File: src/rtl/core/tpcr_pkg.sv
// Shared types for the Thumb PC-relative relocator.
// Holds the instruction class codes and the descriptor that the front end hands to the back end.
// No dependencies.
package tpcr_pkg;

    typedef enum logic [4:0] {
        CLS_COPY      = 5'd0,
        CLS_BCOND16   = 5'd1,
        CLS_B16       = 5'd2,
        CLS_BX_PC     = 5'd3,
        CLS_ADD_PC    = 5'd4,
        CLS_MOV_PC    = 5'd5,
        CLS_ADR16     = 5'd6,
        CLS_LDR_LIT16 = 5'd7,
        CLS_BLX       = 5'd8,
        CLS_BL        = 5'd9,
        CLS_BCOND32   = 5'd10,
        CLS_B32       = 5'd11,
        CLS_ADR32_ADD = 5'd12,
        CLS_ADR32_SUB = 5'd13,
        CLS_LDR_LIT32 = 5'd14,
        CLS_TBB       = 5'd15,
        CLS_TBH       = 5'd16
    } t_tpcr_class;

    typedef struct packed {
        t_tpcr_class cls;
        logic        wide;
        logic [15:0] first_half;
        logic [15:0] second_half;
        logic [31:0] value;
    } t_tpcr_desc;

    localparam int QUEUE_DEPTH = 2;

endpackage

File: src/rtl/core/tpcr_front.sv
// Front end of the relocator: classifies one instruction and computes its absolute value.
// Depends on tpcr_pkg for the class codes and the descriptor type.
module tpcr_front
    import tpcr_pkg::*;
(
    input  logic [31:0] i_fetch_pc,
    input  logic [15:0] i_first_half,
    input  logic [15:0] i_second_half,
    input  logic [31:0] i_literal_word,
    output t_tpcr_desc  o_desc
);

    logic [15:0] h1;
    logic [15:0] h2;
    logic [31:0] word;
    logic        wide;
    t_tpcr_class cls16;
    t_tpcr_class cls32;
    t_tpcr_class cls;
    logic        s_bit;
    logic        j1;
    logic        j2;
    logic        i1;
    logic        i2;
    logic [11:0] imm12;
    logic [31:0] base;
    logic [31:0] offset;
    logic        subtract;
    logic        use_lit;
    logic        thumb;
    logic [31:0] sum;

    assign h1   = i_first_half;
    assign h2   = i_second_half;
    assign word = {h1, h2};
    assign wide = (h1[15:11] >= 5'h1D);

    assign s_bit = h1[10];
    assign j1    = h2[13];
    assign j2    = h2[11];
    assign i1    = ~(j1 ^ s_bit);
    assign i2    = ~(j2 ^ s_bit);
    assign imm12 = {h1[10], h2[14:12], h2[7:0]};

    always_comb begin
        priority if ((h1 & 16'hF000) == 16'hD000) cls16 = CLS_BCOND16;
        else if ((h1 & 16'hF800) == 16'hE000)     cls16 = CLS_B16;
        else if ((h1 & 16'hFFF8) == 16'h4778)     cls16 = CLS_BX_PC;
        else if ((h1 & 16'hFF78) == 16'h4478)     cls16 = CLS_ADD_PC;
        else if ((h1 & 16'hFF78) == 16'h4678)     cls16 = CLS_MOV_PC;
        else if ((h1 & 16'hF800) == 16'hA000)     cls16 = CLS_ADR16;
        else if ((h1 & 16'hF800) == 16'h4800)     cls16 = CLS_LDR_LIT16;
        else                                      cls16 = CLS_COPY;
    end

    always_comb begin
        priority if ((word & 32'hF800D000) == 32'hF000C000) cls32 = CLS_BLX;
        else if ((word & 32'hF800D000) == 32'hF000D000)     cls32 = CLS_BL;
        else if ((word & 32'hF800D000) == 32'hF0008000)     cls32 = CLS_BCOND32;
        else if ((word & 32'hF800D000) == 32'hF0009000)     cls32 = CLS_B32;
        else if ((word & 32'hFBFF8000) == 32'hF2AF0000)     cls32 = CLS_ADR32_ADD;
        else if ((word & 32'hFBFF8000) == 32'hF20F0000)     cls32 = CLS_ADR32_SUB;
        else if ((word & 32'hFF7F0000) == 32'hF85F0000)     cls32 = CLS_LDR_LIT32;
        else if ((word & 32'hFFFF00F0) == 32'hE8DF0000)     cls32 = CLS_TBB;
        else if ((word & 32'hFFFF00F0) == 32'hE8DF0010)     cls32 = CLS_TBH;
        else                                                cls32 = CLS_COPY;
    end

    assign cls = wide ? cls32 : cls16;

    // Pick base and offset for the single shared adder
    always_comb begin
        base     = i_fetch_pc;
        offset   = 32'd0;
        subtract = 1'b0;
        use_lit  = 1'b0;
        thumb    = 1'b0;
        unique case (cls)
            CLS_BCOND16: begin
                offset = {{23{h1[7]}}, h1[7:0], 1'b0};
                thumb  = 1'b1;
            end
            CLS_B16: begin
                offset = {{20{h1[10]}}, h1[10:0], 1'b0};
                thumb  = 1'b1;
            end
            CLS_BX_PC: begin
                thumb = 1'b1;
            end
            CLS_ADR16: begin
                base   = {i_fetch_pc[31:2], 2'b00};
                offset = {22'd0, h1[7:0], 2'b00};
            end
            CLS_LDR_LIT16, CLS_LDR_LIT32: begin
                use_lit = 1'b1;
            end
            CLS_BLX: begin
                offset = {{7{s_bit}}, s_bit, i1, i2, h1[9:0], h2[10:1], 2'b00};
            end
            CLS_BL, CLS_B32: begin
                offset = {{7{s_bit}}, s_bit, i1, i2, h1[9:0], h2[10:0], 1'b0};
                thumb  = 1'b1;
            end
            CLS_BCOND32: begin
                offset = {{11{s_bit}}, s_bit, j2, j1, h1[5:0], h2[10:0], 1'b0};
                thumb  = 1'b1;
            end
            CLS_ADR32_ADD: begin
                base   = {i_fetch_pc[31:2], 2'b00};
                offset = {20'd0, imm12};
            end
            CLS_ADR32_SUB: begin
                base     = {i_fetch_pc[31:2], 2'b00};
                offset   = {20'd0, imm12};
                subtract = 1'b1;
            end
            CLS_COPY, CLS_ADD_PC, CLS_MOV_PC, CLS_TBB, CLS_TBH: begin
                offset = 32'd0;
            end
            default: begin
                offset = 32'd0;
            end
        endcase
    end

    // Subtract as add of the complement with carry in
    assign sum = base + (subtract ? ~offset : offset) + {31'd0, subtract};

    always_comb begin
        o_desc.cls         = cls;
        o_desc.wide        = wide;
        o_desc.first_half  = h1;
        o_desc.second_half = h2;
        o_desc.value       = use_lit ? i_literal_word : (sum | {31'd0, thumb});
    end

endmodule

File: src/rtl/core/tpcr_queue.sv
// Short descriptor queue between front end and back end.
// Depends on tpcr_pkg for the descriptor type and queue depth.
module tpcr_queue
    import tpcr_pkg::*;
(
    input  logic       i_clk,
    input  logic       i_rst_n,
    input  logic       i_push,
    input  t_tpcr_desc i_push_desc,
    input  logic       i_pop,
    output t_tpcr_desc o_head,
    output logic       o_empty,
    output logic       o_full
);

    localparam int PTR_W = $clog2(QUEUE_DEPTH);
    localparam int CNT_W = $clog2(QUEUE_DEPTH + 1);

    t_tpcr_desc         r_mem [QUEUE_DEPTH];
    logic [PTR_W-1:0]   r_wr_ptr;
    logic [PTR_W-1:0]   r_rd_ptr;
    logic [CNT_W-1:0]   r_count;
    logic [PTR_W-1:0]   n_wr_ptr;
    logic [PTR_W-1:0]   n_rd_ptr;
    logic [CNT_W-1:0]   n_count;
    logic               do_push;
    logic               do_pop;

    assign o_empty = (r_count == CNT_W'(0));
    assign o_full  = (r_count == CNT_W'(QUEUE_DEPTH));
    assign o_head  = r_mem[r_rd_ptr];
    assign do_push = i_push && !o_full;
    assign do_pop  = i_pop && !o_empty;

    always_comb begin
        n_wr_ptr = r_wr_ptr;
        n_rd_ptr = r_rd_ptr;
        n_count  = r_count;
        if (do_push) begin
            n_wr_ptr = (r_wr_ptr == PTR_W'(QUEUE_DEPTH - 1)) ? PTR_W'(0) : r_wr_ptr + PTR_W'(1);
        end
        if (do_pop) begin
            n_rd_ptr = (r_rd_ptr == PTR_W'(QUEUE_DEPTH - 1)) ? PTR_W'(0) : r_rd_ptr + PTR_W'(1);
        end
        if (do_push && !do_pop) begin
            n_count = r_count + CNT_W'(1);
        end else if (do_pop && !do_push) begin
            n_count = r_count - CNT_W'(1);
        end
    end

    always_ff @(posedge i_clk) begin
        if (!i_rst_n) begin
            r_wr_ptr <= '0;
            r_rd_ptr <= '0;
            r_count  <= '0;
        end else begin
            r_wr_ptr <= n_wr_ptr;
            r_rd_ptr <= n_rd_ptr;
            r_count  <= n_count;
        end
    end

    always_ff @(posedge i_clk) begin
        if (do_push) begin
            r_mem[r_wr_ptr] <= i_push_desc;
        end
    end

endmodule

File: src/rtl/core/tpcr_back.sv
// Back end of the relocator: walks one descriptor and emits its replacement halfwords.
// Depends on tpcr_pkg for the class codes and the descriptor type.
module tpcr_back
    import tpcr_pkg::*;
(
    input  logic        i_clk,
    input  logic        i_rst_n,
    input  t_tpcr_desc  i_head,
    input  logic        i_empty,
    output logic        o_pop,
    output logic        o_strobe,
    output logic [15:0] o_out_half,
    output logic        o_last_of_run,
    output logic [1:0]  o_consumed_halves,
    output logic [4:0]  o_class_code
);

    localparam logic [15:0] HW_NOP       = 16'hBF00;
    localparam logic [15:0] HW_LDRW_PC   = 16'hF8DF;
    localparam logic [15:0] HW_LDRW_PC2  = 16'hF000;
    localparam logic [15:0] HW_SKIP3     = 16'hE003;
    localparam logic [15:0] HW_SKIP2     = 16'hE002;
    localparam logic [15:0] HW_SKIP1     = 16'hE001;
    localparam logic [15:0] HW_ADR_LR    = 16'hF20F;
    localparam logic [15:0] HW_ADR_LR2   = 16'h0E09;

    t_tpcr_desc  r_desc;
    logic        r_active;
    logic [3:0]  r_idx;
    logic        r_out_valid;
    logic [15:0] r_out_half;
    logic        r_out_last;
    logic [1:0]  r_out_cons;
    logic [4:0]  r_out_cls;

    logic        n_active;
    logic [3:0]  n_idx;

    logic [15:0] h1;
    logic [15:0] h2;
    logic [15:0] vlo;
    logic [15:0] vhi;
    logic [3:0]  run_len;
    logic        last_now;
    logic [15:0] hw;
    logic [2:0]  r_add;
    logic [7:0]  oh_add;
    logic [3:0]  r_lit;
    logic [3:0]  rm;
    logic [2:0]  r_tb;
    logic [2:0]  rx;
    logic [7:0]  oh_rx;

    assign h1  = r_desc.first_half;
    assign h2  = r_desc.second_half;
    assign vlo = r_desc.value[15:0];
    assign vhi = r_desc.value[31:16];

    // Scratch register choice for ADD Rdn,PC
    assign r_add  = ({h1[7], h1[2:0]} == 4'd7) ? 3'd6 : 3'd7;
    assign oh_add = 8'd1 << r_add;

    // Scratch registers for the table branch sequence
    assign rm    = h2[3:0];
    assign r_tb  = (rm == 4'd7) ? 3'd6 : 3'd7;
    assign rx    = (rm == 4'd7 || rm == 4'd6) ? 3'd5 : 3'd6;
    assign oh_rx = 8'd1 << rx;

    always_comb begin
        unique case (r_desc.cls)
            CLS_MOV_PC:                   r_lit = {1'b0, h1[2:0]};
            CLS_ADR16, CLS_LDR_LIT16:     r_lit = {1'b0, h1[10:8]};
            CLS_ADR32_ADD, CLS_ADR32_SUB: r_lit = h2[11:8];
            CLS_LDR_LIT32:                r_lit = h2[15:12];
            default:                      r_lit = 4'd0;
        endcase
    end

    always_comb begin
        unique case (r_desc.cls)
            CLS_COPY:                                   run_len = 4'd2;
            CLS_BCOND16, CLS_BLX, CLS_BL, CLS_BCOND32:  run_len = 4'd6;
            CLS_ADD_PC:                                 run_len = 4'd8;
            CLS_TBB, CLS_TBH:                           run_len = 4'd14;
            default:                                    run_len = 4'd4;
        endcase
    end

    assign last_now = (r_idx == run_len - 4'd1);

    always_comb begin
        hw = HW_NOP;
        unique case (r_desc.cls)
            CLS_COPY: begin
                if (r_idx == 4'd0) begin
                    hw = h1;
                end else begin
                    hw = r_desc.wide ? h2 : HW_NOP;
                end
            end
            CLS_BCOND16, CLS_BCOND32, CLS_BLX, CLS_BL: begin
                case (r_idx)
                    4'd0: begin
                        if (r_desc.cls == CLS_BCOND16) begin
                            hw = h1 & 16'hFF00;
                        end else if (r_desc.cls == CLS_BCOND32) begin
                            hw = {4'hD, h1[9:6], 8'h00};
                        end else begin
                            hw = HW_ADR_LR;
                        end
                    end
                    4'd1:    hw = (r_desc.cls == CLS_BLX || r_desc.cls == CLS_BL)
                                  ? HW_ADR_LR2 : HW_SKIP3;
                    4'd2:    hw = HW_LDRW_PC;
                    4'd3:    hw = HW_LDRW_PC2;
                    4'd4:    hw = vlo;
                    default: hw = vhi;
                endcase
            end
            CLS_B16, CLS_BX_PC, CLS_B32: begin
                case (r_idx)
                    4'd0:    hw = HW_LDRW_PC;
                    4'd1:    hw = HW_LDRW_PC2;
                    4'd2:    hw = vlo;
                    default: hw = vhi;
                endcase
            end
            CLS_ADD_PC: begin
                case (r_idx)
                    4'd0:    hw = {8'hB4, oh_add};
                    4'd1:    hw = {5'b01001, r_add, 8'h02};
                    4'd2:    hw = (h1 & 16'hFF87) | {10'd0, r_add, 3'd0};
                    4'd3:    hw = {8'hBC, oh_add};
                    4'd4:    hw = HW_SKIP2;
                    4'd5:    hw = HW_NOP;
                    4'd6:    hw = vlo;
                    default: hw = vhi;
                endcase
            end
            CLS_MOV_PC, CLS_ADR16, CLS_LDR_LIT16,
            CLS_ADR32_ADD, CLS_ADR32_SUB, CLS_LDR_LIT32: begin
                case (r_idx)
                    4'd0:    hw = {4'h4, 4'h8 | r_lit, 8'h00};
                    4'd1:    hw = HW_SKIP1;
                    4'd2:    hw = vlo;
                    default: hw = vhi;
                endcase
            end
            CLS_TBB, CLS_TBH: begin
                case (r_idx)
                    4'd0:    hw = {8'hB4, oh_rx};
                    4'd1:    hw = {5'b01001, r_tb, 8'h05};
                    4'd2:    hw = {8'h46, 1'b0, rm, rx};
                    4'd3:    hw = 16'hEB00 | {13'd0, r_tb};
                    4'd4:    hw = ((r_desc.cls == CLS_TBH) ? 16'h0040 : 16'h0000)
                                  | {5'd0, rx, 8'd0} | {13'd0, rx};
                    4'd5:    hw = ((r_desc.cls == CLS_TBH) ? 16'h8800 : 16'h7800)
                                  | {10'd0, rx, 3'd0} | {13'd0, rx};
                    4'd6:    hw = 16'hEB00 | {13'd0, r_tb};
                    4'd7:    hw = 16'h0040 | {5'd0, r_tb, 8'd0} | {13'd0, rx};
                    4'd8:    hw = 16'h3001 | {5'd0, r_tb, 8'd0};
                    4'd9:    hw = {8'hBC, oh_rx};
                    4'd10:   hw = 16'h4700 | {10'd0, r_tb, 3'd0};
                    4'd11:   hw = HW_NOP;
                    4'd12:   hw = vlo;
                    default: hw = vhi;
                endcase
            end
            default: begin
                hw = HW_NOP;
            end
        endcase
    end

    // Load the next descriptor on the last halfword so runs follow without a gap
    assign o_pop = !i_empty && (!r_active || last_now);

    always_comb begin
        n_active = r_active;
        n_idx    = r_idx;
        if (o_pop) begin
            n_active = 1'b1;
            n_idx    = 4'd0;
        end else if (r_active && last_now) begin
            n_active = 1'b0;
        end else if (r_active) begin
            n_idx = r_idx + 4'd1;
        end
    end

    always_ff @(posedge i_clk) begin
        if (!i_rst_n) begin
            r_active    <= 1'b0;
            r_idx       <= 4'd0;
            r_out_valid <= 1'b0;
        end else begin
            r_active    <= n_active;
            r_idx       <= n_idx;
            r_out_valid <= r_active;
        end
    end

    always_ff @(posedge i_clk) begin
        if (o_pop) begin
            r_desc <= i_head;
        end
        r_out_half <= hw;
        r_out_last <= last_now;
        r_out_cons <= r_desc.wide ? 2'd2 : 2'd1;
        r_out_cls  <= r_desc.cls;
    end

    assign o_strobe          = r_out_valid;
    assign o_out_half        = r_out_half;
    assign o_last_of_run     = r_out_last;
    assign o_consumed_halves = r_out_cons;
    assign o_class_code      = r_out_cls;

endmodule

File: src/rtl/core/thumb_pc_relative_relocator.sv
// An accepted transaction passes the descriptor queue, the back-end descriptor register and the output
// register before its first halfword is strobed. Throughput: one halfword per cycle while a transaction
// is being emitted; a transaction emits 2 to 14 halfwords (14 for TBB/TBH), set by its class.
// A 2-entry descriptor queue lets start be taken every cycle until it fills; busy marks full.
// Synchronous active-low reset empties the queue and idles the emitter; results cannot be stalled.
// Top level: ties the classifying front end, descriptor queue and emitting back end.
module thumb_pc_relative_relocator
    import tpcr_pkg::*;
(
    input  logic        i_clk,
    input  logic        i_rst_n,
    input  logic        start,
    output logic        busy,
    input  logic [31:0] i_fetch_pc,
    input  logic [15:0] i_first_half,
    input  logic [15:0] i_second_half,
    input  logic [31:0] i_literal_word,
    output logic        o_strobe,
    output logic [15:0] o_out_half,
    output logic        o_last_of_run,
    output logic [1:0]  o_consumed_halves,
    output logic [4:0]  o_class_code
);

    t_tpcr_desc front_desc;
    t_tpcr_desc head_desc;
    logic       q_empty;
    logic       q_full;
    logic       q_pop;

    tpcr_front u_front (
        .i_fetch_pc     (i_fetch_pc),
        .i_first_half   (i_first_half),
        .i_second_half  (i_second_half),
        .i_literal_word (i_literal_word),
        .o_desc         (front_desc)
    );

    tpcr_queue u_queue (
        .i_clk       (i_clk),
        .i_rst_n     (i_rst_n),
        .i_push      (start && !q_full),
        .i_push_desc (front_desc),
        .i_pop       (q_pop),
        .o_head      (head_desc),
        .o_empty     (q_empty),
        .o_full      (q_full)
    );

    tpcr_back u_back (
        .i_clk             (i_clk),
        .i_rst_n           (i_rst_n),
        .i_head            (head_desc),
        .i_empty           (q_empty),
        .o_pop             (q_pop),
        .o_strobe          (o_strobe),
        .o_out_half        (o_out_half),
        .o_last_of_run     (o_last_of_run),
        .o_consumed_halves (o_consumed_halves),
        .o_class_code      (o_class_code)
    );

    assign busy = q_full;

endmodule
File: config.mk
export PLATFORM = sky130hd
export DESIGN_NAME = thumb_pc_relative_relocator
export DESIGN_NICKNAME = d
export VERILOG_FILES = /design/src/rtl/core/tpcr_pkg.sv /design/src/rtl/core/tpcr_front.sv /design/src/rtl/core/tpcr_queue.sv /design/src/rtl/core/tpcr_back.sv /design/src/rtl/core/thumb_pc_relative_relocator.sv
export SDC_FILE = /design/constraint.sdc
export NUM_CORES = 1
export LEC_CHECK = 0
export BUFFER_PORTS_ARGS = -buffer_cell sky130_fd_sc_hd__buf_2
export CAP_MARGIN = 20
export CORE_ASPECT_RATIO = 0.9
export CORE_MARGIN = 2
export CORE_UTILIZATION = 40
export CTS_CLUSTER_DIAMETER = 100
export CTS_CLUSTER_SIZE = 25
export DETAILED_ROUTE_END_ITERATION = 7
export GPL_ROUTABILITY_DRIVEN = 0
export PLACE_DENSITY_LB_ADDON = 0.1
export SYNTH_ARGS = -nofsm -noshare
export SYNTH_HDL_FRONTEND = slang
export SYNTH_SLANG_ARGS = --single-unit
File: constraint.sdc
create_clock -name i_clk -period 5.95 [get_ports i_clk]
set_input_delay 0.8925 -clock i_clk [delete_from_list [all_inputs] [get_ports i_clk]]
set_output_delay 0.8925 -clock i_clk [all_outputs]
set_load 0.005 [all_outputs]
; After elaboration in Yosys (flattened, before gate mapping)
; Memory sizes are Yosys's and may differ from the RTL's. A register that Yosys moved wholly into a read port is not among the register bits.
; Index checks and enable logic that the tools add are counted.
; W data, S select, Z words.
[totals]
n_memories = 2
latch_bits = 0
ram_bits = 140
in_bits = 99
reg_bits = 34
rom_bits = 96
elab_cells = 182
[classes]
eq_ne = 61
mul = 0
order_cmp = 1
reduce_logical = 34
div = 0
bitwise_logic = 14
mux = 50
add_sub_neg = 8
shift = 2
[mem_list]
columns = name, words, width, rd, rd_clocked_by_memory_dff, wr, line_no
row1 = u_queue.r_mem, 2, 70, 1, 1, 1, tpcr_queue.sv:19  ; t_tpcr_desc r_mem [QUEUE_DEPTH];
row2 = (name not given), 32, 3, 1, 0, 0, tpcr_back.sv:80  ; unique case (r_desc.cls)
[ops]
columns = operator, count
row1 = $pmux W32 S7, 1
row2 = $pmux W16 S12, 1
row3 = $pmux W16 S7, 1
row4 = $pmux W16 S3, 2
row5 = $pmux W16 S6, 1
row6 = $eq A5 B4 Y1 const B, 16
row7 = $mux W16, 5
row8 = $mux W5, 16
row9 = $pmux W16 S5, 1
row10 = $mux W32, 2
row11 = $eq A20 B20 Y1 const B, 2
row12 = $add A32 B1 Y32, 1
row13 = $add A32 B32 Y32, 1
row14 = $eq A16 B16 Y1 const B, 2
row15 = $eq A8 B8 Y1 const B, 4
row16 = $not A32 Y32, 1
row17 = $or A16 B3 Y16, 2
row18 = $or A16 B6 Y16, 2
row19 = $or A32 B1 Y32, 1
row20 = $eq A5 B3 Y1 const B, 6
row21 = $eq A4 B3 Y1 const B, 7
row22 = $eq A12 B11 Y1 const B, 2
row23 = $eq A4 B4 Y1 const B, 6
row24 = $eq A5 B2 Y1 const B, 4
row25 = 37 further kinds, 83

; Depth between registers and ports, before layout
[depth]
ltp_word = 20
depth_mapped = 20
mapped_depth_nobuf = 17

; By module
; Synthesis repeated with hierarchy kept, for this count alone.
[hier_totals]
cells_unflattened = 1340
area_unflattened_um2 = 14271.2
[by_module_without_submodules]
columns = module, cells_per_inst, n_inst, area_each_um2
row1 = tpcr_back, 623, 1, 5874.4
row2 = tpcr_queue, 243, 1, 5266.3
row3 = tpcr_front, 473, 1, 3116.7
row4 = thumb_pc_relative_relocator, 1, 1, 13.8

; Least setup slack after synthesis
; No wires, ideal clock.
[synth_timing]
path_kind = input to register
startpoint = input port i_first_half[0]
endpoint = memory u_queue.r_mem[0][30] (netlist name) (data pin)
setup_ps = 259
t_arrival_ps = 4802
t_required_ps = 5691
setup_slack_ps = 889
cell_stages = 18
n_path_buf = 1
path_cell_list = and4b_1 -> nor3b_2 -> and3_1 -> buf_2 -> a2111oi_2 -> nand3_1 -> or2_2 -> a31oi_2 -> xor2_1 -> fa_1 -> nor2b_4 -> o311a_4 -> o41ai_4 -> o311ai_2 -> a31o_1 -> o211a_1 -> or3_1 -> a31o_1
[synth_lines]
columns = item, line_no
row1 = "start, declared", thumb_pc_relative_relocator.sv:15  ; input logic [15:0] i_first_half,
row2 = "end, declared", tpcr_queue.sv:19

==> results.sh <==
export IMPL_postSynthCellCount=1239
export IMPL_die_x_um=198
export IMPL_critPathKind="input pin to register"
export IMPL_grt_pass1_vias=9835
export IMPL_drcViolationCount=5
export IMPL_cp_slowest_stage_delay_ns=0.58
export IMPL_synth_edf_count=210
export IMPL_dp_hpwl_um=30500
export IMPL_final_cells=1757
export IMPL_cts_sinks=244
export IMPL_timing_final_crit_share=0.881
export IMPL_worstSetupEndpointType="register"
export IMPL_reg2regPathDepth=8
export IMPL_cts_reportedPaths_clkPinSlew_ns=0.09
export IMPL_synth_top_family_by_area="compound AO/OA/AOI/OAI gates"
export IMPL_synthesis_area_mm2=0.0135
export IMPL_reg2reg_from="u_back.r_desc[69]"
export IMPL_p_sw_mw=2.17
export IMPL_multi_input_area_mm2=0.00618
export IMPL_holdBufCountCts=0
export IMPL_syn_nets=1376
export IMPL_ys_types=86
export IMPL_htree_num_levels=1
export IMPL_hold_end="u_back.o_strobe"
export IMPL_maxCapViolations=0
export IMPL_clk_latency_ns=0.48
export IMPL_final_area_mm2=0.0150
export IMPL_dr_pass1_iters=8
export IMPL_final_nets=1465
export IMPL_postRouteAntennaNets=0
export IMPL_hold_path_class="register to register"
export IMPL_intPower_mw=3.66
export IMPL_skew_ns=0.0168
export IMPL_avgSynthCellArea_um2=10.9
export IMPL_drive_above_1_share=0.202
export IMPL_fill_cells=3139
export IMPL_ir_worst_vdd_v=0.000248
export IMPL_routed_wl_um=41700
export IMPL_placed_area_mm2=0.0146
export IMPL_synthAdderAreaFrac=0.0357
export IMPL_outcome="complete, but fails checks"
export IMPL_die_h_um=179
export IMPL_grt_pass1_wl_um=62500
export IMPL_core_area_mm2=0.0331
export IMPL_dr_first_iter_drc_count=1511
export IMPL_clock_power_share=0.172
export IMPL_cp_cell_sequence="buf_2 > inv_1 > or4_1 > nor3_1 > nand2_1 > nand3_1 > o21ai_1 > buf_4 > o21ai_0 > ha_1 > a21oi_1 > a21boi_0 > a211oi_1 > o311ai_2 > a31o_1 > o211a_1 > or3_1 > a31o_1"
export IMPL_dr_total_vias=10700
export IMPL_synth_xor_area_share=0.0265
export IMPL_synth_flop_cell="edfxtp_1"
export IMPL_max_clock_freq_mhz=191
export IMPL_via_per_inst=6.11
export IMPL_ioPinCount=125
export IMPL_hold_viol_final=0
export IMPL_placementRows=63
export IMPL_crit_top_cell="a31o_1"
export IMPL_ys_warn_count=0
export IMPL_grt_overflow=0
export IMPL_grt_antenna_before_repair=0
export IMPL_r2r_end="u_back.r_desc[29]"
export IMPL_min_path_cells=1
export IMPL_dp_cells=1734
export IMPL_cts_setup_buffers=0
export IMPL_die_area_mm2=0.0353
export IMPL_regArea_mm2=0.00699
export IMPL_rsz0062_at_grt="no"
export IMPL_clock_tree_buffer_depth=3
export IMPL_cts_tree="built"
export IMPL_finalMaxSlewViolations=0
export IMPL_worst_slew_pin_slew_ns=1.04
export IMPL_gr_usage_all_layers=0.235
export IMPL_setup_viol_count_final=0
export IMPL_cts_root_buffer="clkbuf_16"
export IMPL_ys_ff_latch=244
export IMPL_holdCritStartpoint="u_back.r_active"
export IMPL_critPathRequiredTime_ns=6.17
export IMPL_post_route_util=0.453
export IMPL_finalSetupTns_ns=0
export IMPL_start_util=0.409
export IMPL_port_buffers=124
export IMPL_p_seq_frac=0.488
export IMPL_switching_share=0.372
export IMPL_layout_area_overhead_vs_synth_pct=10.8
export IMPL_cp_arrival_ns=5.46
export IMPL_wl_per_cell_um=23.7
export IMPL_min_period_ns=5.24
export IMPL_startpoint_type="input pin"
export IMPL_synth_compound_area_frac=0.192
export IMPL_reg2reg_slack_ns=1.75
export IMPL_power_mw=5.83
export IMPL_post_cts_resized=0
export IMPL_p_leak_nw=5.58
export IMPL_synth_simple_area_share=0.136
export IMPL_slowest_stage="or4_1"
export IMPL_path_max_fanout=9
export IMPL_combPwrFrac=0.340
export IMPL_p_per_area_mw_per_mm2=388
export IMPL_synth_mux_area_fraction=0.0652
export IMPL_async_flop_share=0
export IMPL_relSlewSlack=0.306
export IMPL_violations="DRC"
export IMPL_grt_max_degree=71
export IMPL_synth_seq_area_share=0.516
export IMPL_cts_buffers=13
[cell usage in the layout (no fill, tap or decap), types with 13 or more instances in the layout]
cell type	n
ha_1	37
mux2_2	74
a22oi_1	19
clkbuf_16	13
a21oi_1	87
a222oi_1	13
and3_1	17
nor2b_1	13
inv_1	20
dfxtp_1	33
buf_2	124
o21ai_0	88
xor2_1	25
xnor2_1	16
edfxtp_1	210
buf_4	23
nor2_1	64
nand2_1	112
or3_1	13
nor3_1	27
a21o_1	20
and2_1	15
nand3_1	26
a221oi_1	24
[worst max-delay path, delay by kind of cell]
| kind | cells | cell delay (ns) |
|---|---|---|
| simple gates | 5 | 1.43 |
| compound gates | 9 | 2.25 |
| fa+ha+maj | 1 | 0.41 |
| buf+inv | 3 | 0.45 |
[power by group through the flow]
stage               Combinational (mW)  Sequential [mW]  Clock (mW)
CTS                               1.95             2.83        1.05
finish                            1.98             2.84        1.00
global placement                  1.94             2.86           0
floorplan                         1.33             2.67           0
global route                      2.15             2.88        1.10
detailed placement                1.94             2.87           0
[kinds of logic (layout without fill, tap and decap cells)]
| kind of cell | Yosys count | count (layout) |
|---|---|---|
| compound gates | 381 | 381 |
| simple gates | 360 | 360 |
| other cells | 0 | 1 |
| fa+ha+maj | 38 | 38 |
| flops | 244 | 244 |
| xor+xnor | 41 | 41 |
| buf+inv | 96 | 191 |
| mux | 79 | 79 |
[flip-flops by register name, indices dropped and copies added, names as in the netlist]
name and flops:
u_queue.r_count 2, u_back.o_consumed_halves 2, u_back.o_last_of_run 1, u_back.r_idx 4, u_back.h2 16, u_back.r_active 1
u_back.r_desc 38, u_back.o_out_half 16, u_back.o_class_code 5, u_back.o_strobe 1, u_back.h1 16, u_queue.r_mem 140
u_queue.r_rd_ptr 1, u_queue.r_wr_ptr 1
[through the flow]
stage | hold slack, ns | worst slack, ns
6_report | 0.490 | 0.711
5_1_grt | 0.507 | 0.553
3_5_place_dp | 0.466 | 0.385
3_3_place_gp | 0.468 | 0.378
4_1_cts | 0.490 | 0.854
2_1_floorplan | 0.343 | 0.889
[synth_stat cells (10+ instances only)]
| cell | number | area [um2] |
|---|---|---|
| dfxtp_1 | 34 | 681 |
| or4_1 | 10 | 75.1 |
| nor2b_1 | 13 | 81.3 |
| nor2_1 | 65 | 244 |
| o221ai_1 | 11 | 96.3 |
| o21a_1 | 12 | 90.1 |
| or3_1 | 13 | 81.3 |
| o22ai_1 | 12 | 75.1 |
| nand2_1 | 112 | 420 |
| and2_1 | 15 | 93.8 |
| a222oi_1 | 13 | 130 |
| a22oi_1 | 19 | 143 |
| a31oi_1 | 11 | 68.8 |
| xnor2_1 | 16 | 140 |
| and3_1 | 18 | 113 |
| buf_2 | 10 | 50.1 |
| a21o_1 | 20 | 150 |
| ha_1 | 37 | 463 |
| clkbuf_1 | 57 | 214 |
| nor3_1 | 28 | 140 |
| o21ai_0 | 88 | 440 |
| nand4_1 | 11 | 68.8 |
| xor2_1 | 25 | 219 |
| a211oi_1 | 12 | 90.1 |
| a221oi_1 | 24 | 210 |
| inv_1 | 21 | 78.8 |
| edfxtp_1 | 210 | 6310 |
| a21oi_1 | 87 | 435 |
| nand3_1 | 26 | 130 |
| mux2_2 | 74 | 833 |
[metal layers]
| layer | wire, um | GRT usage |
|---|---|---|
| met5 | 0 | 0 |
| met4 | 1300 | 0.0664 |
| met3 | 3270 | 0.0242 |
| met2 | 17700 | 0.347 |
| met1 | 19500 | 0.365 |
[worst max-delay path by stage]
stage	start	to	cells past startpoint
2_1_floorplan	i_first_half[0]	u_queue.r_mem[0][30]	18
5_1_grt	i_first_half[7]	u_queue.r_mem[1][30]	19
3_5_place_dp	i_first_half[7]	u_queue.r_mem[1][30]	18
3_3_place_gp	i_first_half[12]	u_queue.r_mem[1][30]	17
4_1_cts	i_first_half[7]	u_queue.r_mem[0][30]	18
6_report	i_first_half[7]	u_queue.r_mem[0][30]	18
[cell type report]
class | instances | area share
tap | 422 | 0.0352
timing repair buffer | 149 | 0.0541
multi-input combinational | 899 | 0.412
clock inverter | 3 | 0.00434
inverter | 21 | 0.00525
clock buffer | 18 | 0.0229
sequential | 244 | 0.466
antenna | 1 | 0.000167
(Power assumes the default switching activity.)
